$ cat config.mk
export PLATFORM = sky130hd
export DESIGN_NAME = flr_front
export DESIGN_NICKNAME = d
export VERILOG_FILES = /design/src/rtl/flr_pkg.sv /design/src/rtl/flr_front.sv
export SDC_FILE = /design/constraint.sdc
export NUM_CORES = 1
export LEC_CHECK = 0
export ABC_AREA = 1
export BUFFER_PORTS_ARGS = -buffer_cell sky130_fd_sc_hd__buf_2
export CORE_ASPECT_RATIO = 1.25
export CORE_UTILIZATION = 35
export DETAILED_ROUTE_END_ITERATION = 16
export HOLD_SLACK_MARGIN = 0.03
export PLACE_DENSITY = 0.62
export SLEW_MARGIN = 20
export SYNTH_ARGS = -nofsm -noshare
export SYNTH_HDL_FRONTEND = slang
export SYNTH_SLANG_ARGS = --single-unit
export TNS_END_PERCENT = 50
$ cat constraint.sdc
create_clock -name clk -period 6.9 [get_ports clk]
set_input_delay 0.69 -clock clk [delete_from_list [all_inputs] [get_ports clk]]
set_output_delay 0.69 -clock clk [all_outputs]
set_load 0.02 [all_outputs]
$ cat src/rtl/flr_pkg.sv
// Shared types, codes and constants of the flash stream recorder.
// No dependencies; every other rtl file refers to it by scoped names.
package flr_pkg;

  typedef enum logic [1:0] {
    FN_TICK  = 2'd0,
    FN_START = 2'd1,
    FN_STOP  = 2'd2,
    FN_PUSH  = 2'd3
  } func_t;

  typedef enum logic [2:0] {
    KIND_NONE    = 3'd0,
    KIND_ERASE   = 3'd1,
    KIND_PROGRAM = 3'd2,
    KIND_STOPPED = 3'd3,
    KIND_VERDICT = 3'd4
  } kind_t;

  typedef enum logic [1:0] {
    VERDICT_QUEUED        = 2'd0,
    VERDICT_NOT_RECORDING = 2'd1,
    VERDICT_QUEUE_FULL    = 2'd2
  } verdict_t;

  typedef enum logic [1:0] {
    STATE_IDLE      = 2'd0,
    STATE_RECORDING = 2'd1,
    STATE_STOPPING  = 2'd2
  } state_code_t;

  typedef enum logic [1:0] {
    PH_IDLE   = 2'd0,
    PH_WAIT   = 2'd1,
    PH_DECIDE = 2'd2
  } phase_t;

  typedef enum logic [1:0] {
    BK_IDLE   = 2'd0,
    BK_SINGLE = 2'd1,
    BK_PAGE   = 2'd2
  } back_state_t;

  localparam logic [1:0] REG_FLASH_START = 2'd0;
  localparam logic [1:0] REG_MAX_BYTES   = 2'd1;

  localparam int SUM_W = 26;
  localparam logic [SUM_W-1:0] BLOCK_BYTES = 26'd65536;
  localparam logic [SUM_W-1:0] PAGE_BYTES  = 26'd256;
  localparam logic [SUM_W-1:0] GUARD_BYTES = 26'd4096;
  localparam int KB_SHIFT = 10;
  localparam logic [24:0] ADDR_LIMIT      = 25'h1FFFFFF;
  localparam logic [24:0] MAX_BYTES_RESET = 25'd1048576;

  localparam int PAGE_WORDS = 64;
  localparam int WORD_IDX_W = 6;
  localparam int FILL_W     = 7;
  localparam logic [WORD_IDX_W-1:0] PAGE_LAST = 6'd63;

  localparam int CMD_DEPTH = 4;
  localparam int CMD_PTR_W = $clog2(CMD_DEPTH);

  typedef struct packed {
    kind_t       kind;
    logic [23:0] flash_address;
    verdict_t    verdict;
    state_code_t state_code;
    logic [14:0] recorded_kb;
    logic [5:0]  queued_packets;
  } cmd_t;

  function automatic logic [24:0] sat_addr(input logic [SUM_W-1:0] v);
    return v[SUM_W-1] ? ADDR_LIMIT : v[24:0];
  endfunction

endpackage

$ cat src/rtl/flr_front.sv
// Front of the recorder: takes items and config writes, runs the flash sequencer
// and packet queue bookkeeping, writes sample words, issues one request per item.
// Depends on flr_pkg.
module flr_front #(
  parameter int QUEUE_PACKETS = 32,
  parameter int SLOTS         = 37,
  parameter int SLOT_W        = 6,
  parameter int CNT_W         = 6
) (
  input  logic                                 clk,
  input  logic                                 rst_n,
  input  logic                                 in_valid,
  output logic                                 in_stall,
  input  logic [1:0]                           in_func,
  input  logic                                 in_flash_busy,
  input  logic [31:0]                          in_sample_word,
  input  logic                                 in_end_of_packet,
  input  logic                                 cfg_valid,
  output logic                                 cfg_ready,
  input  logic [1:0]                           cfg_index,
  input  logic [24:0]                          cfg_data,
  output logic                                 cmd_push,
  output flr_pkg::cmd_t                        cmd_data,
  output logic [SLOT_W-1:0]                    cmd_slot,
  input  logic                                 cmd_full,
  output logic                                 wr_en,
  output logic [SLOT_W+flr_pkg::WORD_IDX_W-1:0] wr_addr,
  output logic [31:0]                          wr_data,
  output logic                                 fill_wr_en,
  output logic [SLOT_W-1:0]                    fill_wr_slot,
  output logic [flr_pkg::FILL_W-1:0]           fill_wr_val
);

  logic [23:0]                fs_r;
  logic [24:0]                max_r;
  flr_pkg::phase_t            phase_r, phase_nxt;
  logic                       rec_r, rec_nxt;
  logic [24:0]                wa_r, wa_nxt;
  logic [24:0]                ea_r, ea_nxt;
  logic [SLOT_W-1:0]          head_r, head_nxt;
  logic [SLOT_W-1:0]          tail_r, tail_nxt;
  logic [CNT_W-1:0]           count_r, count_nxt;
  logic [flr_pkg::FILL_W-1:0] fill_r, fill_nxt;

  logic                       in_fire;
  logic                       decide;
  flr_pkg::func_t             func;
  flr_pkg::kind_t             kind;
  logic [23:0]                addr;
  flr_pkg::verdict_t          verdict;
  flr_pkg::state_code_t       state_code;
  logic [flr_pkg::SUM_W-1:0]  wa_ext, fs_ext;
  logic                       area_full, near_erase, q_full, fill_room;
  logic [flr_pkg::FILL_W-1:0] fill_inc;
  logic [SLOT_W-1:0]          head_inc, tail_inc;
  logic [24:0]                kb_diff;
  logic [CNT_W+5:0]           q_ext;

  assign func       = flr_pkg::func_t'(in_func);
  assign in_stall   = cmd_full;
  assign in_fire    = in_valid && !cmd_full;
  assign cfg_ready  = 1'b1;

  assign wa_ext     = {1'b0, wa_r};
  assign fs_ext     = {2'b00, fs_r};
  assign area_full  = wa_ext >= (fs_ext + {1'b0, max_r});
  assign near_erase = (wa_ext + flr_pkg::GUARD_BYTES) >= {1'b0, ea_r};
  assign q_full     = count_r >= CNT_W'(QUEUE_PACKETS);
  assign fill_room  = fill_r < flr_pkg::FILL_W'(flr_pkg::PAGE_WORDS);
  assign fill_inc   = fill_room ? fill_r + 1'b1 : fill_r;
  assign head_inc   = (head_r == SLOT_W'(SLOTS - 1)) ? '0 : head_r + 1'b1;
  assign tail_inc   = (tail_r == SLOT_W'(SLOTS - 1)) ? '0 : tail_r + 1'b1;

  assign wr_addr      = {tail_r, fill_r[flr_pkg::WORD_IDX_W-1:0]};
  assign wr_data      = in_sample_word;
  assign fill_wr_slot = tail_r;
  assign fill_wr_val  = fill_inc;

  always_comb begin
    phase_nxt  = phase_r;
    rec_nxt    = rec_r;
    wa_nxt     = wa_r;
    ea_nxt     = ea_r;
    head_nxt   = head_r;
    tail_nxt   = tail_r;
    count_nxt  = count_r;
    fill_nxt   = fill_r;
    kind       = flr_pkg::KIND_NONE;
    addr       = '0;
    verdict    = flr_pkg::VERDICT_QUEUED;
    decide     = 1'b0;
    wr_en      = 1'b0;
    fill_wr_en = 1'b0;
    if (in_fire) begin
      case (func)
        flr_pkg::FN_TICK: begin
          case (phase_r)
            flr_pkg::PH_IDLE: begin
              if (rec_r) begin
                wa_nxt    = {1'b0, fs_r};
                kind      = flr_pkg::KIND_ERASE;
                addr      = fs_r;
                ea_nxt    = flr_pkg::sat_addr(fs_ext + flr_pkg::BLOCK_BYTES);
                head_nxt  = tail_r;
                count_nxt = '0;
                phase_nxt = flr_pkg::PH_WAIT;
              end
            end
            flr_pkg::PH_WAIT: begin
              if (!in_flash_busy) begin
                phase_nxt = flr_pkg::PH_DECIDE;
                decide    = 1'b1;
              end
            end
            flr_pkg::PH_DECIDE: decide = 1'b1;
            default: phase_nxt = flr_pkg::PH_IDLE;
          endcase
          if (decide) begin
            if (!rec_r) begin
              kind      = flr_pkg::KIND_STOPPED;
              phase_nxt = flr_pkg::PH_IDLE;
            end else if (area_full) begin
              rec_nxt   = 1'b0;
              kind      = flr_pkg::KIND_STOPPED;
              phase_nxt = flr_pkg::PH_IDLE;
            end else if (near_erase) begin
              kind      = flr_pkg::KIND_ERASE;
              addr      = ea_r[23:0];
              ea_nxt    = flr_pkg::sat_addr({1'b0, ea_r} + flr_pkg::BLOCK_BYTES);
              phase_nxt = flr_pkg::PH_WAIT;
            end else if (count_r != '0) begin
              kind      = flr_pkg::KIND_PROGRAM;
              addr      = wa_r[23:0];
              head_nxt  = head_inc;
              count_nxt = count_r - 1'b1;
              wa_nxt    = flr_pkg::sat_addr(wa_ext + flr_pkg::PAGE_BYTES);
              phase_nxt = flr_pkg::PH_WAIT;
            end
          end
        end
        flr_pkg::FN_START: rec_nxt = 1'b1;
        flr_pkg::FN_STOP:  rec_nxt = 1'b0;
        flr_pkg::FN_PUSH: begin
          wr_en    = fill_room;
          fill_nxt = fill_inc;
          if (in_end_of_packet) begin
            kind     = flr_pkg::KIND_VERDICT;
            fill_nxt = '0;
            if (phase_r == flr_pkg::PH_IDLE) begin
              verdict = flr_pkg::VERDICT_NOT_RECORDING;
            end else if (q_full) begin
              verdict = flr_pkg::VERDICT_QUEUE_FULL;
            end else begin
              fill_wr_en = 1'b1;
              tail_nxt   = tail_inc;
              count_nxt  = count_r + 1'b1;
            end
          end
        end
        default: ;
      endcase
    end
  end

  always_comb begin
    if (phase_nxt == flr_pkg::PH_IDLE) begin
      state_code = flr_pkg::STATE_IDLE;
    end else if (rec_nxt) begin
      state_code = flr_pkg::STATE_RECORDING;
    end else begin
      state_code = flr_pkg::STATE_STOPPING;
    end
    kb_diff = wa_nxt - {1'b0, fs_r};
    q_ext   = {6'd0, count_nxt};
    cmd_data.kind           = kind;
    cmd_data.flash_address  = addr;
    cmd_data.verdict        = verdict;
    cmd_data.state_code     = state_code;
    cmd_data.recorded_kb    = (wa_nxt < {1'b0, fs_r}) ? 15'd0 : kb_diff[24:flr_pkg::KB_SHIFT];
    cmd_data.queued_packets = q_ext[5:0];
  end

  assign cmd_push = in_fire;
  assign cmd_slot = head_r;

  always_ff @(posedge clk) begin
    if (!rst_n) begin
      fs_r  <= '0;
      max_r <= flr_pkg::MAX_BYTES_RESET;
    end else if (cfg_valid) begin
      case (cfg_index)
        flr_pkg::REG_FLASH_START: fs_r  <= cfg_data[23:0];
        flr_pkg::REG_MAX_BYTES:   max_r <= cfg_data;
        default: ;
      endcase
    end
  end

  always_ff @(posedge clk) begin
    if (!rst_n) begin
      phase_r <= flr_pkg::PH_IDLE;
    end else begin
      phase_r <= phase_nxt;
    end
  end

  always_ff @(posedge clk) begin
    if (!rst_n) begin
      rec_r   <= 1'b0;
      wa_r    <= '0;
      ea_r    <= '0;
      head_r  <= '0;
      tail_r  <= '0;
      count_r <= '0;
      fill_r  <= '0;
    end else begin
      rec_r   <= rec_nxt;
      wa_r    <= wa_nxt;
      ea_r    <= ea_nxt;
      head_r  <= head_nxt;
      tail_r  <= tail_nxt;
      count_r <= count_nxt;
      fill_r  <= fill_nxt;
    end
  end

endmodule

==> impl_metrics.ini <==
[status]
status = finished with violations
violations = setup timing

[synthesis]
yosysWarnings = 0
syn-num-nets = 2148
syn_avg_cell_area_um2 = 6.30
syn_area_um2 = 12400
ys.flop_type = dfxtp_1
async_flop_share_pct = 0
synth.top_cells.by_area = dfxtp_1 21%, ha_1 12%, nand2_1 11%, o21ai_0 9.0%, a21oi_1 8.4%
yosysTopAreaCellShare_pct = 20.6
ys_seq_elements = 127
ys_seq_area_share_pct = 20.6
synth.distinct_cells = 48
synth_top_cell_by_area = dfxtp_1
synth_edf_count = 0
synthCells = 1963

[detailed_routing]
drt-wirelength-per-cell_um = 17.1
totalWireLength_um = 44400
drtAntennaViolNets = 0
drc_errors = 0
first_iter_violations = 1067
num_vias = 13900
drtPass1Iterations = 6
via_per_inst = 5.36

[timing]
rsz0062_at_grt = yes
fmax_mhz = 144
maxSlewViolCount = 0
hold_viol = 0
hold-worst-slack_ps = 471
min_period_over_period_pct = 101
clock_skew_ps = 9.71
max_slew_margin_pct = 28.1
worst_slack_ps = -45.7
finalSetupViolCount = 3
period_minus_slack_ps = 6950
tightest_slew_ps = 1070

[grt]
grt.total_usage_pct = 24.0
grt_max_degree = 73
grt_overflow = 0
antenna_found_initial = 0
grt_pass1_wl_um = 68200
grt_pass1_vias = 13000

[place]
dp.cells = 2536
dpl_worst_slack_ps = -265
gp_congestion = 0.938
dpl_cell_area_um2 = 13700
dp_hpwl_um = 33600
portBuffers = 122

[setup_path]
crit_family = simple AND/OR/NAND/NOR gates
critPathBufInv = 7
slowest_delay_ps = 340
crit_path_max_fanout = 5
critPathKind = reg -> out
cp_data_arrival_time_ps = 6260
crit_path_start_kind = flip-flop
critPathRequiredTime_ps = 6210
reg2reg_slack_ps = 1550
cpMostUsedCell = nand2_1
cp-end-kind = primary output
cp_slowest_cell = dfxtp_1

[die]
die_h_um = 212
die_x_um = 170
num_rows = 76
fp.dieArea_um2 = 36100
start_util_pct = 35.7
boundaryPins = 188
core_area_um2 = 34600

[final_layout]
area_growth_pct = 22.5
stdcell_count = 2593
final_core_util_pct = 43.8
fillers = 3648
stdcell_area_um2 = 15200
nets = 2297
drive_above_1_share_pct = 19.5
antennaDiodeCount = 0

[job]
maxCapViolCount = 0

[power]
p_leak_nw = 6.87
p_per_area_nw_per_um2 = 157
ir_worst_vdd_mv = 0.161

[clock_network]
insertion_delay_ps = 440
cts_buffer_depth = 2
clockRootBuffer = clkbuf_16
cts_sinks = 127
tritoncts = done
clk_pin_slew_ps = 60
cts_buffers = 17
htreeDepth = 4

[worst_hold_path]
hold_path_class = in -> reg
-- tightest hold or removal path: stages --
cell and delay [ps]:
buf_2 90, nand2_1 50, nand3_1 50
-- worst paths after layout --
| check | from | end | cells after the start |
|---|---|---|---|
| max | max_r[5] | cmd_data[18] | 47 |
| min | cfg_data[20] | max_r[20] | 3 |
| max reg2reg | max_r[5] | ea_r[13] | 32 |
| min reg2reg | max_r[20] | max_r[20] | 2 |
-- cells in the final DEF (no fill, tap or decap), types with 5 or more instances in the layout --
| cell type | count |
|---|---|
| a21o_1 | 5 |
| a21oi_1 | 192 |
| a21oi_2 | 13 |
| a22oi_1 | 9 |
| a31oi_1 | 10 |
| a32oi_1 | 6 |
| and2_1 | 6 |
| buf_2 | 119 |
| buf_4 | 123 |
| buf_6 | 7 |
| clkbuf_16 | 17 |
| dfxtp_1 | 119 |
| dfxtp_2 | 8 |
| ha_1 | 99 |
| ha_4 | 17 |
| inv_1 | 225 |
| nand2_1 | 355 |
| nand2_2 | 18 |
| nand2_4 | 7 |
| nand3_1 | 57 |
| nand3_2 | 13 |
| nand4_1 | 15 |
| nor2_1 | 196 |
| nor2_2 | 14 |
| nor2_4 | 9 |
| nor3_1 | 24 |
| nor4_1 | 8 |
| o211ai_1 | 28 |
| o21a_1 | 6 |
| o21ai_0 | 207 |
| o21ai_1 | 7 |
| o21ai_2 | 7 |
| o221ai_1 | 20 |
| o22ai_1 | 19 |
| xnor2_1 | 24 |
| xor2_1 | 43 |
-- logic make-up after synthesis --
kind of cell	after synthesis	synth area share (%)
other	1	0.0303
xor gates and xnor gates	68	4.82
adders and majority gates	117	11.9
DFF	127	20.6
AOI/OAI and AO/OA	563	25.6
buffers and inverters	354	12.3
and+or+nand+nor	733	24.9
-- stage by stage --
stage / total power (W) / setup TNS [ps]
global placement: 0.00135 / -1750
detailed placement: 0.00135 / -3100
finish: 0.00238 / -68.0
global route: 0.00248 / -5770
CTS: 0.00235 / -218
floorplan: 0.00119 / 0
-- layer usage --
layer	routed length [um]	vias up	track usage, %
li1	-	6870	-
met1	19600	6474	30.5
met2	21100	471	41.7
met3	2520	92	2.70
met4	1130	0	8.51
met5	0	-	0
-- synth_stat cells (2+ instances only) --
| cell type | instances |
|---|---|
| a21o_1 | 5 |
| o21bai_1 | 6 |
| nor2_4 | 3 |
| o21ai_0 | 222 |
| o211ai_1 | 28 |
| nor2_2 | 13 |
| nand3_1 | 65 |
| or2_2 | 2 |
| buf_2 | 3 |
| o311ai_0 | 5 |
| a32oi_1 | 6 |
| nand4_1 | 15 |
| ha_1 | 116 |
| clkbuf_1 | 66 |
| and2_1 | 7 |
| nand3_2 | 5 |
| a31o_2 | 2 |
| nor3_1 | 27 |
| a31oi_1 | 11 |
| nand2_2 | 6 |
| dfxtp_1 | 127 |
| a211oi_1 | 2 |
| nor4_1 | 8 |
| clkinv_1 | 3 |
| xnor2_1 | 25 |
| inv_1 | 231 |
| nor2_1 | 203 |
| o21a_1 | 6 |
| buf_4 | 47 |
| nor3b_1 | 3 |
| o22ai_1 | 21 |
| o31ai_1 | 4 |
| xor2_1 | 43 |
| nand2_1 | 374 |
| a21oi_1 | 208 |
| a221oi_1 | 5 |
| buf_1 | 2 |
| o221ai_1 | 20 |
| a22oi_1 | 9 |
-- report_power, final --
part           internal, W  total (W)  switching [W]
Sequential        0.000755   0.000774      0.0000190
Combinational     0.000226   0.000633       0.000407
Clock             0.000589   0.000970       0.000381
Total              0.00157    0.00238       0.000806
-- state kept, by name, indices dropped and copies added (netlist names) --
register and flops:
cmd_slot 6, count_r 6, ea_r 25, fill_r 7
fill_wr_slot 6, fs_r 24, max_r 25, phase_r 2
rec_r 1, wa_r 25
-- final cells by class --
type | instances | area [um2] | area share, %
multi-input combinational | 1482 | 8910 | 58.8
sequential | 127 | 2550 | 16.8
timing repair buffer | 249 | 1600 | 10.5
inverter | 235 | 895 | 5.90
tap | 468 | 586 | 3.86
clock buffer | 20 | 457 | 3.01
clock inverter | 12 | 160 | 1.06
-- timing repair --
item,CTS,global route
setup buffers,16,9
gates resized for setup,62,92
hold buffers,0,0
pin swaps,38,58
setup endpoints to repair,15,15
Note: power is estimated with default switching activity, not from simulation.
