## src/rtl/flr_pkg.sv

```systemverilog
// Shared types, codes and constants of the flash stream recorder.
// No dependencies; every other rtl file refers to it by scoped names.
package flr_pkg;

  typedef enum logic [1:0] {
    FN_TICK  = 2'd0,
    FN_START = 2'd1,
    FN_STOP  = 2'd2,
    FN_PUSH  = 2'd3
  } func_t;

  typedef enum logic [2:0] {
    KIND_NONE    = 3'd0,
    KIND_ERASE   = 3'd1,
    KIND_PROGRAM = 3'd2,
    KIND_STOPPED = 3'd3,
    KIND_VERDICT = 3'd4
  } kind_t;

  typedef enum logic [1:0] {
    VERDICT_QUEUED        = 2'd0,
    VERDICT_NOT_RECORDING = 2'd1,
    VERDICT_QUEUE_FULL    = 2'd2
  } verdict_t;

  typedef enum logic [1:0] {
    STATE_IDLE      = 2'd0,
    STATE_RECORDING = 2'd1,
    STATE_STOPPING  = 2'd2
  } state_code_t;

  typedef enum logic [1:0] {
    PH_IDLE   = 2'd0,
    PH_WAIT   = 2'd1,
    PH_DECIDE = 2'd2
  } phase_t;

  typedef enum logic [1:0] {
    BK_IDLE   = 2'd0,
    BK_SINGLE = 2'd1,
    BK_PAGE   = 2'd2
  } back_state_t;

  localparam logic [1:0] REG_FLASH_START = 2'd0;
  localparam logic [1:0] REG_MAX_BYTES   = 2'd1;

  localparam int SUM_W = 26;
  localparam logic [SUM_W-1:0] BLOCK_BYTES = 26'd65536;
  localparam logic [SUM_W-1:0] PAGE_BYTES  = 26'd256;
  localparam logic [SUM_W-1:0] GUARD_BYTES = 26'd4096;
  localparam int KB_SHIFT = 10;
  localparam logic [24:0] ADDR_LIMIT      = 25'h1FFFFFF;
  localparam logic [24:0] MAX_BYTES_RESET = 25'd1048576;

  localparam int PAGE_WORDS = 64;
  localparam int WORD_IDX_W = 6;
  localparam int FILL_W     = 7;
  localparam logic [WORD_IDX_W-1:0] PAGE_LAST = 6'd63;

  localparam int CMD_DEPTH = 4;
  localparam int CMD_PTR_W = $clog2(CMD_DEPTH);

  typedef struct packed {
    kind_t       kind;
    logic [23:0] flash_address;
    verdict_t    verdict;
    state_code_t state_code;
    logic [14:0] recorded_kb;
    logic [5:0]  queued_packets;
  } cmd_t;

  function automatic logic [24:0] sat_addr(input logic [SUM_W-1:0] v);
    return v[SUM_W-1] ? ADDR_LIMIT : v[24:0];
  endfunction

endpackage

```

## src/rtl/flr_cmd_fifo.sv

```systemverilog
// Short request queue between the front and the back of the recorder.
// Depends on flr_pkg for its depth.
module flr_cmd_fifo #(
  parameter int WIDTH = 64
) (
  input  logic             clk,
  input  logic             rst_n,
  input  logic             push,
  input  logic [WIDTH-1:0] push_data,
  output logic             full,
  input  logic             pop,
  output logic [WIDTH-1:0] pop_data,
  output logic             empty
);

  logic [WIDTH-1:0]             mem_r [flr_pkg::CMD_DEPTH];
  logic [flr_pkg::CMD_PTR_W-1:0] wr_ptr_r, rd_ptr_r;
  logic [flr_pkg::CMD_PTR_W:0]   cnt_r, cnt_nxt;

  assign full     = (cnt_r == (flr_pkg::CMD_PTR_W+1)'(flr_pkg::CMD_DEPTH));
  assign empty    = (cnt_r == '0);
  assign pop_data = mem_r[rd_ptr_r];

  always_comb begin
    case ({push, pop})
      2'b10:   cnt_nxt = cnt_r + 1'b1;
      2'b01:   cnt_nxt = cnt_r - 1'b1;
      default: cnt_nxt = cnt_r;
    endcase
  end

  always_ff @(posedge clk) begin
    if (push) begin
      mem_r[wr_ptr_r] <= push_data;
    end
  end

  always_ff @(posedge clk) begin
    if (!rst_n) begin
      wr_ptr_r <= '0;
      rd_ptr_r <= '0;
      cnt_r    <= '0;
    end else begin
      if (push) begin
        wr_ptr_r <= wr_ptr_r + 1'b1;
      end
      if (pop) begin
        rd_ptr_r <= rd_ptr_r + 1'b1;
      end
      cnt_r <= cnt_nxt;
    end
  end

endmodule

```

## config.mk

```make
export PLATFORM = sky130hd
export DESIGN_NAME = flr_cmd_fifo
export DESIGN_NICKNAME = d
export VERILOG_FILES = /design/src/rtl/flr_pkg.sv /design/src/rtl/flr_cmd_fifo.sv
export SDC_FILE = /design/constraint.sdc
export NUM_CORES = 1
export LEC_CHECK = 0
export BUFFER_PORTS_ARGS = -buffer_cell sky130_fd_sc_hd__buf_2
export CORE_ASPECT_RATIO = 1.5
export CORE_UTILIZATION = 50
export CTS_BUF_LIST = sky130_fd_sc_hd__clkbuf_2 sky130_fd_sc_hd__clkbuf_4 sky130_fd_sc_hd__clkbuf_8
export DETAILED_ROUTE_END_ITERATION = 8
export HOLD_SLACK_MARGIN = 0.02
export PLACE_DENSITY = 0.71
export SYNTH_ARGS = -nofsm -noshare
export SYNTH_HDL_FRONTEND = slang
export SYNTH_SLANG_ARGS = --single-unit
```

## constraint.sdc

```tcl
create_clock -name clk -period 2.7 [get_ports clk]
set_input_delay 0.27 -clock clk [delete_from_list [all_inputs] [get_ports clk]]
set_output_delay 0.27 -clock clk [all_outputs]
set_load 0.1 [all_outputs]
```

==> impl_metrics.toml, run 1 <==
[run_status]
outcome = "finished clean"

[floorplanning]
die_y_um = 173
die_area_mm2 = 0.0201
coreArea_mm2 = 0.0192
start_util_pct = 50.9
io_pins = 134
dieWidth_um = 116
placement_rows = 62

[timing]
setup_viol = 0
worst_slack_ps = 246
tightest_slew_ps = 554
fin_setup_tns_ps = 0
hold_viol_final = 0
final.min_clock_period_ps = 2450
fin_hold_ws_ps = 79.5
fin_crit_sh_pct = 90.9
timing.fmax_ghz = 0.408
fin_skew_ps = 16.0
timing.slew.headroom_pct = 63.0
finalMaxSlewViolations = 0
rsz0062_at_grt = "no"

[detailed_routing]
detail_route.vias_per_cell = 5.16
wl_um = 17600
firstDrtPassIters = 4
vias = 4651
ant_nets = 0
drc = 0
avgRoutedWirePerCell_um = 19.6
dr.first_iter.drc_count = 205

[pwr]
peakVddDrop_uv = 465
p_total_mw = 9.80
p_per_area_mw_per_mm2 = 805
p_leak_nw = 4.19

[cts]
cts_max_path_buffers = 3
clk_latency_ps = 520
htree_levels = 2
cts_buffers = 39
cts.sinks = 265
path_clk_slew_ps = 60
root_buffer = "clkbuf_8"
cts_tree = "yes"

[placement]
dp_slack_ps = 606
routabilityCongestion = 0.687
portBuffers = 133
hpwl_um = 10200

[grt]
grt_pass1_vias = 5269
grt_max_degree = 38
grt_pass1_wl_um = 27500
grt_overflow = 0
track_usage_pct = 18.5
antenna_found_initial = 0

[synthesis]
synthDistinctLibCells = 22
synth_area_mm2 = 0.00976
ys_ff_latch = 265
synthCells = 380
yosysWarnings = 0
syn-num-nets = 454
ys_seq_area_share_pct = 80.6
syn_area_per_cell_um2 = 25.7

[layout]
fin_nets = 689
area_growth_pct = 24.7
n_antenna_cell = 0
fin_util_pct = 63.5
drive_gt1_share_pct = 42.2
fillCellCount = 1338

[setup_path]
cp_max_fo = 35
critical-path-top-delay-family = "buffers and inverters"
end_kind = "output port"
cpMaxStageDelayCell = "dfxtp_4"
worstSetupStartpointType = "register"
worstSetupPathType = "reg2out"
crit_required_ps = 2430
worstPathCellList = "buf_12 -> mux4_2 -> buf_2"
cp_num_buf_inv = 2
cp_data_arrival_time_ps = 2180
crit_path_max_incr_delay_ps = 690

[hold_path]
hp-class = "in2reg"

[job]
cap_violations = 0
[per-stage QoR]
step	instances	instance area, um^2
2_1_floorplan	380	9760
3_3_place_gp	765	10800
3_5_place_dp	765	10800
4_1_cts	900	12100
5_1_grt	901	12200
6_report	901	12200
[kinds of logic after synthesis]
kind of cell	after synthesis	synth area share, %
AO/OA/AOI/OAI	3	0.179
XOR/XNOR	5	0.449
adder cells (fa/ha/maj)	6	0.846
buffers and inverters	20	1.94
flip-flops	265	80.6
multiplexers	65	15.0
AND/OR/NAND/NOR	16	0.962
[routing by layer]
metal | global-route usage (%) | share of wire, % | vias up
li1 | - | - | 2092
met1 | 22.4 | 39 | 2401
met2 | 32.5 | 55 | 130
met3 | 3.51 | 4.3 | 28
met4 | 6.94 | 2.1 | 0
met5 | 0 | 0 | -
[flip-flops by register name (all words and copies together), names as in the netlist, named ones only]
register,cells
rd_ptr_r,2
mem_r,256
wr_ptr_r,2
cnt_r,3
[synth_stat cells]
library cell    n  share of area, %
nor3_1          1             0.051
clkbuf_2        1             0.051
mux2i_1         1              0.10
nand2_1         2             0.077
a21boi_0        1             0.077
edfxtp_1      256                79
dfxtp_1         9               1.8
and2_1         10              0.64
buf_2           6              0.31
mux4_2         60                14
ha_1            5              0.64
and3_1          1             0.064
buf_12          6               1.2
fa_1            1              0.21
mux4_1          4               1.1
xnor2_1         2              0.18
or3_1           1             0.064
inv_1           6              0.23
xor2_1          3              0.27
buf_6           1              0.12
nor2b_1         1             0.064
o21ai_0         2              0.10
[power by group]
group	switching [mW]	internal, mW
logic	1.51	0.480
registers	0.0772	4.72
clock network	1.44	1.57
[what timing repair did]
| action | 4_1_cts | 5_1_grt |
|---|---|---|
| endpoints found under the setup margin | 0 | 2 |
| buffers inserted | 0 | 1 |
| hold endpoints to repair | 256 | 0 |
| hold buffers | 64 | 0 |
| resized for setup | 0 | 0 |
[layout make-up]
| cell class | instances | area [um^2] | share of cell area, % |
|---|---|---|---|
| sequential | 265 | 7880 | 64.7 |
| multi-input combinational | 95 | 1710 | 14.1 |
| inverter | 6 | 22.5 | 0.185 |
| timing repair buffer | 208 | 1500 | 12.3 |
| clock buffer | 47 | 597 | 4.90 |
| clock inverter | 24 | 144 | 1.18 |
| tap | 256 | 320 | 2.63 |
[final timing paths]
kind | end | startpoint | slack [ps] | depth (start not counted)
worst max register to register | mem_r[3][21] | wr_ptr_r[0] | 1030 | 3
worst min-delay path | register | rst_n | 80 | 2
worst min register to register | cnt_r[2] | cnt_r[2] | 530 | 2
worst max-delay path | pop_data[21] | register | 250 | 3
[placed cells by master (no fill, tap or decap)]
cell type,netlist,layout
a21boi_0,1,1
and2_1,10,6
and2_4,0,4
and3_1,1,1
buf_12,6,7
buf_16,0,1
buf_2,6,133
buf_4,0,3
bufinv_16,0,1
clkbuf_4,0,8
clkbuf_8,0,39
clkinv_1,0,9
clkinv_2,0,10
clkinvlp_4,0,4
dfxtp_1,9,7
dfxtp_4,0,2
dlygate4sd3_1,0,64
edfxtp_1,256,256
fa_1,1,1
ha_1,5,5
inv_1,6,6
mux2i_1,1,1
mux4_1,4,4
mux4_2,60,60
nand2_1,2,2
nor2b_1,1,1
nor3_1,1,1
o21ai_0,2,2
or3_1,1,1
xnor2_1,2,2
xor2_1,3,3
(Power assumes the default switching activity.)
==> inputs of run 2 (changes only) <==
==> constraint.sdc (replaced) <==
create_clock -name clk -period 3 [get_ports clk]
set_input_delay 0.3 -clock clk [delete_from_list [all_inputs] [get_ports clk]]
set_output_delay 0.3 -clock clk [all_outputs]
set_load 0.1 [all_outputs]
==> run 2 against run 1 <==
Effect of this change:
- clock-buffer cell count grew 3
- largest cell class unchanged
- clock power increased by 8.6%
- final area up 0.57%
- non-clock buffer count shrank 5
- die area did not move
- first-iteration DRC count grew 6.8%
- sequential share of layout area fell by 0.36 points
- hold slack improved by 21 ps
- total power shrank 4.6%
- combinational power shrank 11%
==> impl_metrics.toml, run 2 (same netlist as run 1, synthesis figures left out) <==
[floorplanning]
die_y_um = 173
coreArea_mm2 = 0.0192
die_area_mm2 = 0.0201
io_pins = 134
placement_rows = 62
start_util_pct = 50.9
dieWidth_um = 116

[layout]
final_common_cell = "edfxtp_1"
top_register = "mem_r"
drive_gt1_share_pct = 41.9
layout_common_cells = "edfxtp_1 (256), buf_2 (133), dlygate4sd3_1 (64)"
reg_top3 = "mem_r: 256 flops, cnt_r: 3 flops"
fin_util_pct = 63.9
largest_register_ffs = 256
fin_nets = 684
fillCellCount = 1340
n_antenna_cell = 0
regArea_mm2 = 0.00788
area_growth_pct = 25.4
multiInputGateArea_mm2 = 0.00171

[timing]
fin_setup_tns_ps = 0
finalMaxSlewViolations = 0
fin_crit_sh_pct = 87.0
timing.slew.headroom_pct = 34.4
timing.fmax_ghz = 0.383
worst_slack_ps = 391
rsz0062_at_grt = "no"
hold_viol_final = 0
fin_skew_ps = 31.5
fin_hold_ws_ps = 101
setup_viol = 0
tightest_slew_ps = 984
final.min_clock_period_ps = 2610

[cts]
cts_buffers = 39
clk_latency_ps = 530
postCtsSetupBuffers = 0
cts_tree = "yes"
cts_max_path_buffers = 3
cts.sinks = 265
cts_hold_buffers = 64
htree_levels = 2
root_buffer = "clkbuf_8"
path_clk_slew_ps = 70
cts_resized = 0

[setup_path]
worst_r2r_endpoint = "mem_r[2][57]"
cp_max_fo = 32
worstReg2RegStart = "wr_ptr_r[0]"
worstSetupStartpointType = "register"
regToRegSetupSlack_ps = 1200
worstSetupPathType = "reg2out"
crit_required_ps = 2700
cp_data_arrival_time_ps = 2310
reg2reg_depth = 3
end_kind = "output port"

[job]
cap_violations = 0

[grt]
grt_max_degree = 65
track_usage_pct = 18.4
antenna_found_initial = 0
grt_overflow = 0
grt_pass1_wl_um = 27300
grt_pass1_vias = 5132

[run_status]
outcome = "finished clean"

[detailed_routing]
firstDrtPassIters = 4
detail_route.vias_per_cell = 5.20
ant_nets = 0
vias = 4660
avgRoutedWirePerCell_um = 19.5
drc = 0
dr.first_iter.drc_count = 219
wl_um = 17400

[hold_path]
hold_depth = 2
holdPathEnd = "rd_ptr_r[0]"
hp-class = "in2reg"
holdCritStartpoint = "rst_n"

[pwr]
p_per_area_mw_per_mm2 = 764
peakVddDrop_uv = 583
p_leak_nw = 4.22

[placement]
dp_slack_ps = 868
hpwl_um = 9850
portBuffers = 133
routabilityCongestion = 0.677
## run 2: cell count changes in the layout (fill, tap and decap cells not counted), sizes merged
cell and change:
buf -5, clkbuf +3, clkinvlp -2, inv +1, clkinv -8, bufinv +6
## run 2: area by class of cell
cell class | count | share of cell area, %
multi-input combinational | 95 | 14.0
timing repair buffer | 203 | 11.5
tap | 256 | 2.62
clock buffer | 50 | 5.11
clock inverter | 21 | 2.28
sequential | 265 | 64.3
inverter | 6 | 0.184
## run 2: worst max path at each step
stage | startpoint | end | cells after the start
2_1_floorplan | cnt_r[0] | empty | 1
3_3_place_gp | register | pop_data[50] | 3
3_5_place_dp | register | pop_data[50] | 3
4_1_cts | register | pop_data[50] | 3
5_1_grt | register | pop_data[50] | 3
6_report | register | pop_data[50] | 3
## run 2: per-stage QoR
stage	area [um^2]	total power, mW	std cells
floorplan	9760	5.82	380
global placement	10700	6.08	761
detailed placement	10700	6.11	761
CTS	12200	9.46	896
global route	12200	9.66	896
finish	12200	9.35	896
## run 2: report_power, final
| part | internal [mW] | switching, mW |
|---|---|---|
| Sequential | 4.25 | 0.0667 |
| Combinational | 0.414 | 1.35 |
| Clock | 1.98 | 1.28 |
## run 2: layer usage
layer  up-vias  wire, um  track usage, %
met1      2430      6790            22.1
li1       2086         -               -
met5         -         0               0
met4         0       299            7.10
met2       120      9680            32.4
met3        24       659            3.65
## run 2: critical path: stages, from the launching register on
cell	delay (ps)
dfxtp_4	540
buf_12	310
mux4_1	610
buf_2	310
==> inputs of run 3 (changes only) <==
--- a/config.mk
+++ b/config.mk
@@ -5,6 +5,7 @@
 export SDC_FILE = /design/constraint.sdc
 export NUM_CORES = 1
 export LEC_CHECK = 0
+export ABC_AREA = 1
 export BUFFER_PORTS_ARGS = -buffer_cell sky130_fd_sc_hd__buf_2
 export CORE_ASPECT_RATIO = 1.5
 export CORE_UTILIZATION = 50
==> run 3 against run 2 <==
Effect of this change:
- via count rose by 36%
- die area rose by 1.8%
- global-route usage rose by 2.7 points
- largest power group unchanged
==> impl_metrics.toml, run 3 <==
[run_status]
outcome = "finished clean"

[timing]
hold_viol_final = 0
tightest_slew_ps = 771
fin_skew_ps = 15.2
rsz0062_at_grt = "no"
final.min_clock_period_ps = 2720
fin_setup_tns_ps = 0
finalMaxSlewViolations = 0
timing.fmax_ghz = 0.368
setup_viol = 0
timing.slew.headroom_pct = 48.5
fin_crit_sh_pct = 90.5

[layout]
largest_register_ffs = 256
reg_top3 = "mem_r: 256 flops, cnt_r: 3 flops"
drive_gt1_share_pct = 22.9
final_common_cell = "edfxtp_1"
area_growth_pct = 22.5
fin_nets = 959
top_register = "mem_r"
n_antenna_cell = 0
fin_util_pct = 63.0
layout_common_cells = "edfxtp_1 (256), buf_2 (133), nor2_1 (131)"

[job]
cap_violations = 0

[setup_path]
critical-path-top-delay-family = "buffers and inverters"
cp_max_fo = 47
worstReg2RegStart = "wr_ptr_r[1]"
cp_data_arrival_time_ps = 2420
worstPathCellList = "inv_4 -> buf_12 -> nor2_1 -> o22ai_1 -> buf_2"
reg2reg_depth = 4
crit_required_ps = 2700
cpMaxStageDelayCell = "buf_2"
worst_r2r_endpoint = "mem_r[3][40]"
cp_num_buf_inv = 3
regToRegSetupSlack_ps = 1180
crit_path_max_incr_delay_ps = 490
end_kind = "output port"
worstSetupPathType = "reg2out"
worstSetupStartpointType = "register"

[synthesis]
synthCells = 676
synthTopCellsByArea = "edfxtp_1 (77%), nor2_1 (4.9%), o22ai_1 (4.0%)"
synth_top_cell_by_area = "edfxtp_1"
synth_top_area_share_pct = 77.4
ys_seq_area_share_pct = 79.2
synthTopCellsByCount = "edfxtp_1 (256), nor2_1 (131), o21ai_0 (78), o22ai_1 (64), o21ai_1 (56)"
syn-num-nets = 750
ys_ff_latch = 265
synth_edf_count = 256
async_flop_share_pct = 0
synthFlopType = "edfxtp_1"
syn_area_per_cell_um2 = 14.7
synthDistinctLibCells = 21
synth_area_mm2 = 0.00994
synth.most_common_cell = "edfxtp_1"
yosysWarnings = 0

[cts]
cts_hold_buffers = 64
clk_latency_ps = 510
cts_resized = 0
cts_max_path_buffers = 3
htree_levels = 2
cts_buffers = 39
cts.sinks = 265
cts_tree = "yes"
postCtsSetupBuffers = 0
path_clk_slew_ps = 60
root_buffer = "clkbuf_8"

[floorplanning]
start_util_pct = 51.4
coreArea_mm2 = 0.0193
die_area_mm2 = 0.0205
placement_rows = 62
dieWidth_um = 117
die_y_um = 175
io_pins = 134

[detailed_routing]
wl_um = 21100
drc = 0
detail_route.vias_per_cell = 5.45
dr.first_iter.drc_count = 383
avgRoutedWirePerCell_um = 18.1
firstDrtPassIters = 4
vias = 6354
ant_nets = 0

[placement]
hpwl_um = 11900
routabilityCongestion = 0.755
portBuffers = 133

[hold_path]
hold_depth = 3
holdPathEnd = "cnt_r[2]"
hp-class = "in2reg"
holdCritStartpoint = "rst_n"

[pwr]
p_per_area_mw_per_mm2 = 703
p_total_mw = 8.56
peakVddDrop_uv = 408
p_leak_nw = 4.35

[grt]
grt_max_degree = 129
grt_overflow = 0
track_usage_pct = 21.1
grt_pass1_vias = 6677
antenna_found_initial = 0
grt_pass1_wl_um = 32900
run 3: cell types whose count changed after synthesis, moves of 6 or more:
cell | previous run | this run
nor2_1 | 0 | 131
o21ai_0 | 2 | 78
o22ai_1 | 0 | 64
mux4_2 | 60 | 0
o21ai_1 | 0 | 56
clkbuf_1 | 0 | 18
buf_6 | 1 | 13
and2_1 | 10 | 0
inv_1 | 6 | 15
nand2_1 | 2 | 9
buf_12 | 6 | 0
buf_4 | 0 | 6
run 3: layout make-up:
type / count / area [um^2]
inverters: 17 / 66.3
fillers: 1408 / 7150
flip-flops and latches: 265 / 7870
multi-input cells: 353 / 1730
well taps: 256 / 320
repair buffers: 209 / 1480
clock inverters: 13 / 52.6
clock buffers: 52 / 647
run 3: how the worst max path moves through the flow:
stage,startpoint,end,slack [ps],depth (start not counted)
CTS,register,pop_data[21],250,5
detailed placement,register,pop_data[21],820,5
floorplan,cnt_r[2],full,300,2
finish,register,pop_data[21],280,5
global placement,register,pop_data[21],860,5
global route,register,pop_data[21],170,5
run 3: tightest hold or removal path: stages:
cell	delay (ps)
buf_2	130
nand2_1	80
nor2_1	40
run 3: kinds of logic after synthesis:
| group | count (synthesis) | synth area share [%] |
|---|---|---|
| AO/OA/AOI/OAI | 203 | 11.0 |
| adder cells (fa/ha/maj) | 6 | 0.831 |
| flip-flops | 265 | 79.2 |
| buffers and inverters | 58 | 3.45 |
| AND/OR/NAND/NOR | 144 | 5.50 |
run 3: where the power goes:
group	switching [mW]	total, mW	internal, mW
clock network	1.23	2.62	1.39
logic	1.36	1.67	0.306
registers	0.0406	4.27	4.23
total	2.64	8.56	5.92
run 3: per-stage QoR:
stage | std cells | area, um^2 | hold slack, ps | setup WS (ps)
2_1_floorplan | 676 | 9940 | 399 | 298
6_report | 1165 | 12200 | 97.2 | 284
5_1_grt | 1165 | 12200 | 90.2 | 174
3_5_place_dp | 1036 | 10800 | 428 | 817
4_1_cts | 1165 | 12200 | 63.5 | 254
3_3_place_gp | 1036 | 10800 | 424 | 860
run 3: routing by layer:
| layer | vias up | global-route usage (%) | wire length [um] |
|---|---|---|---|
| li1 | 2967 | - | - |
| met1 | 3144 | 24.5 | 8190 |
| met2 | 199 | 38.2 | 11300 |
| met3 | 44 | 3.54 | 1080 |
| met4 | 0 | 8.60 | 533 |
| met5 | - | 0 | 0 |
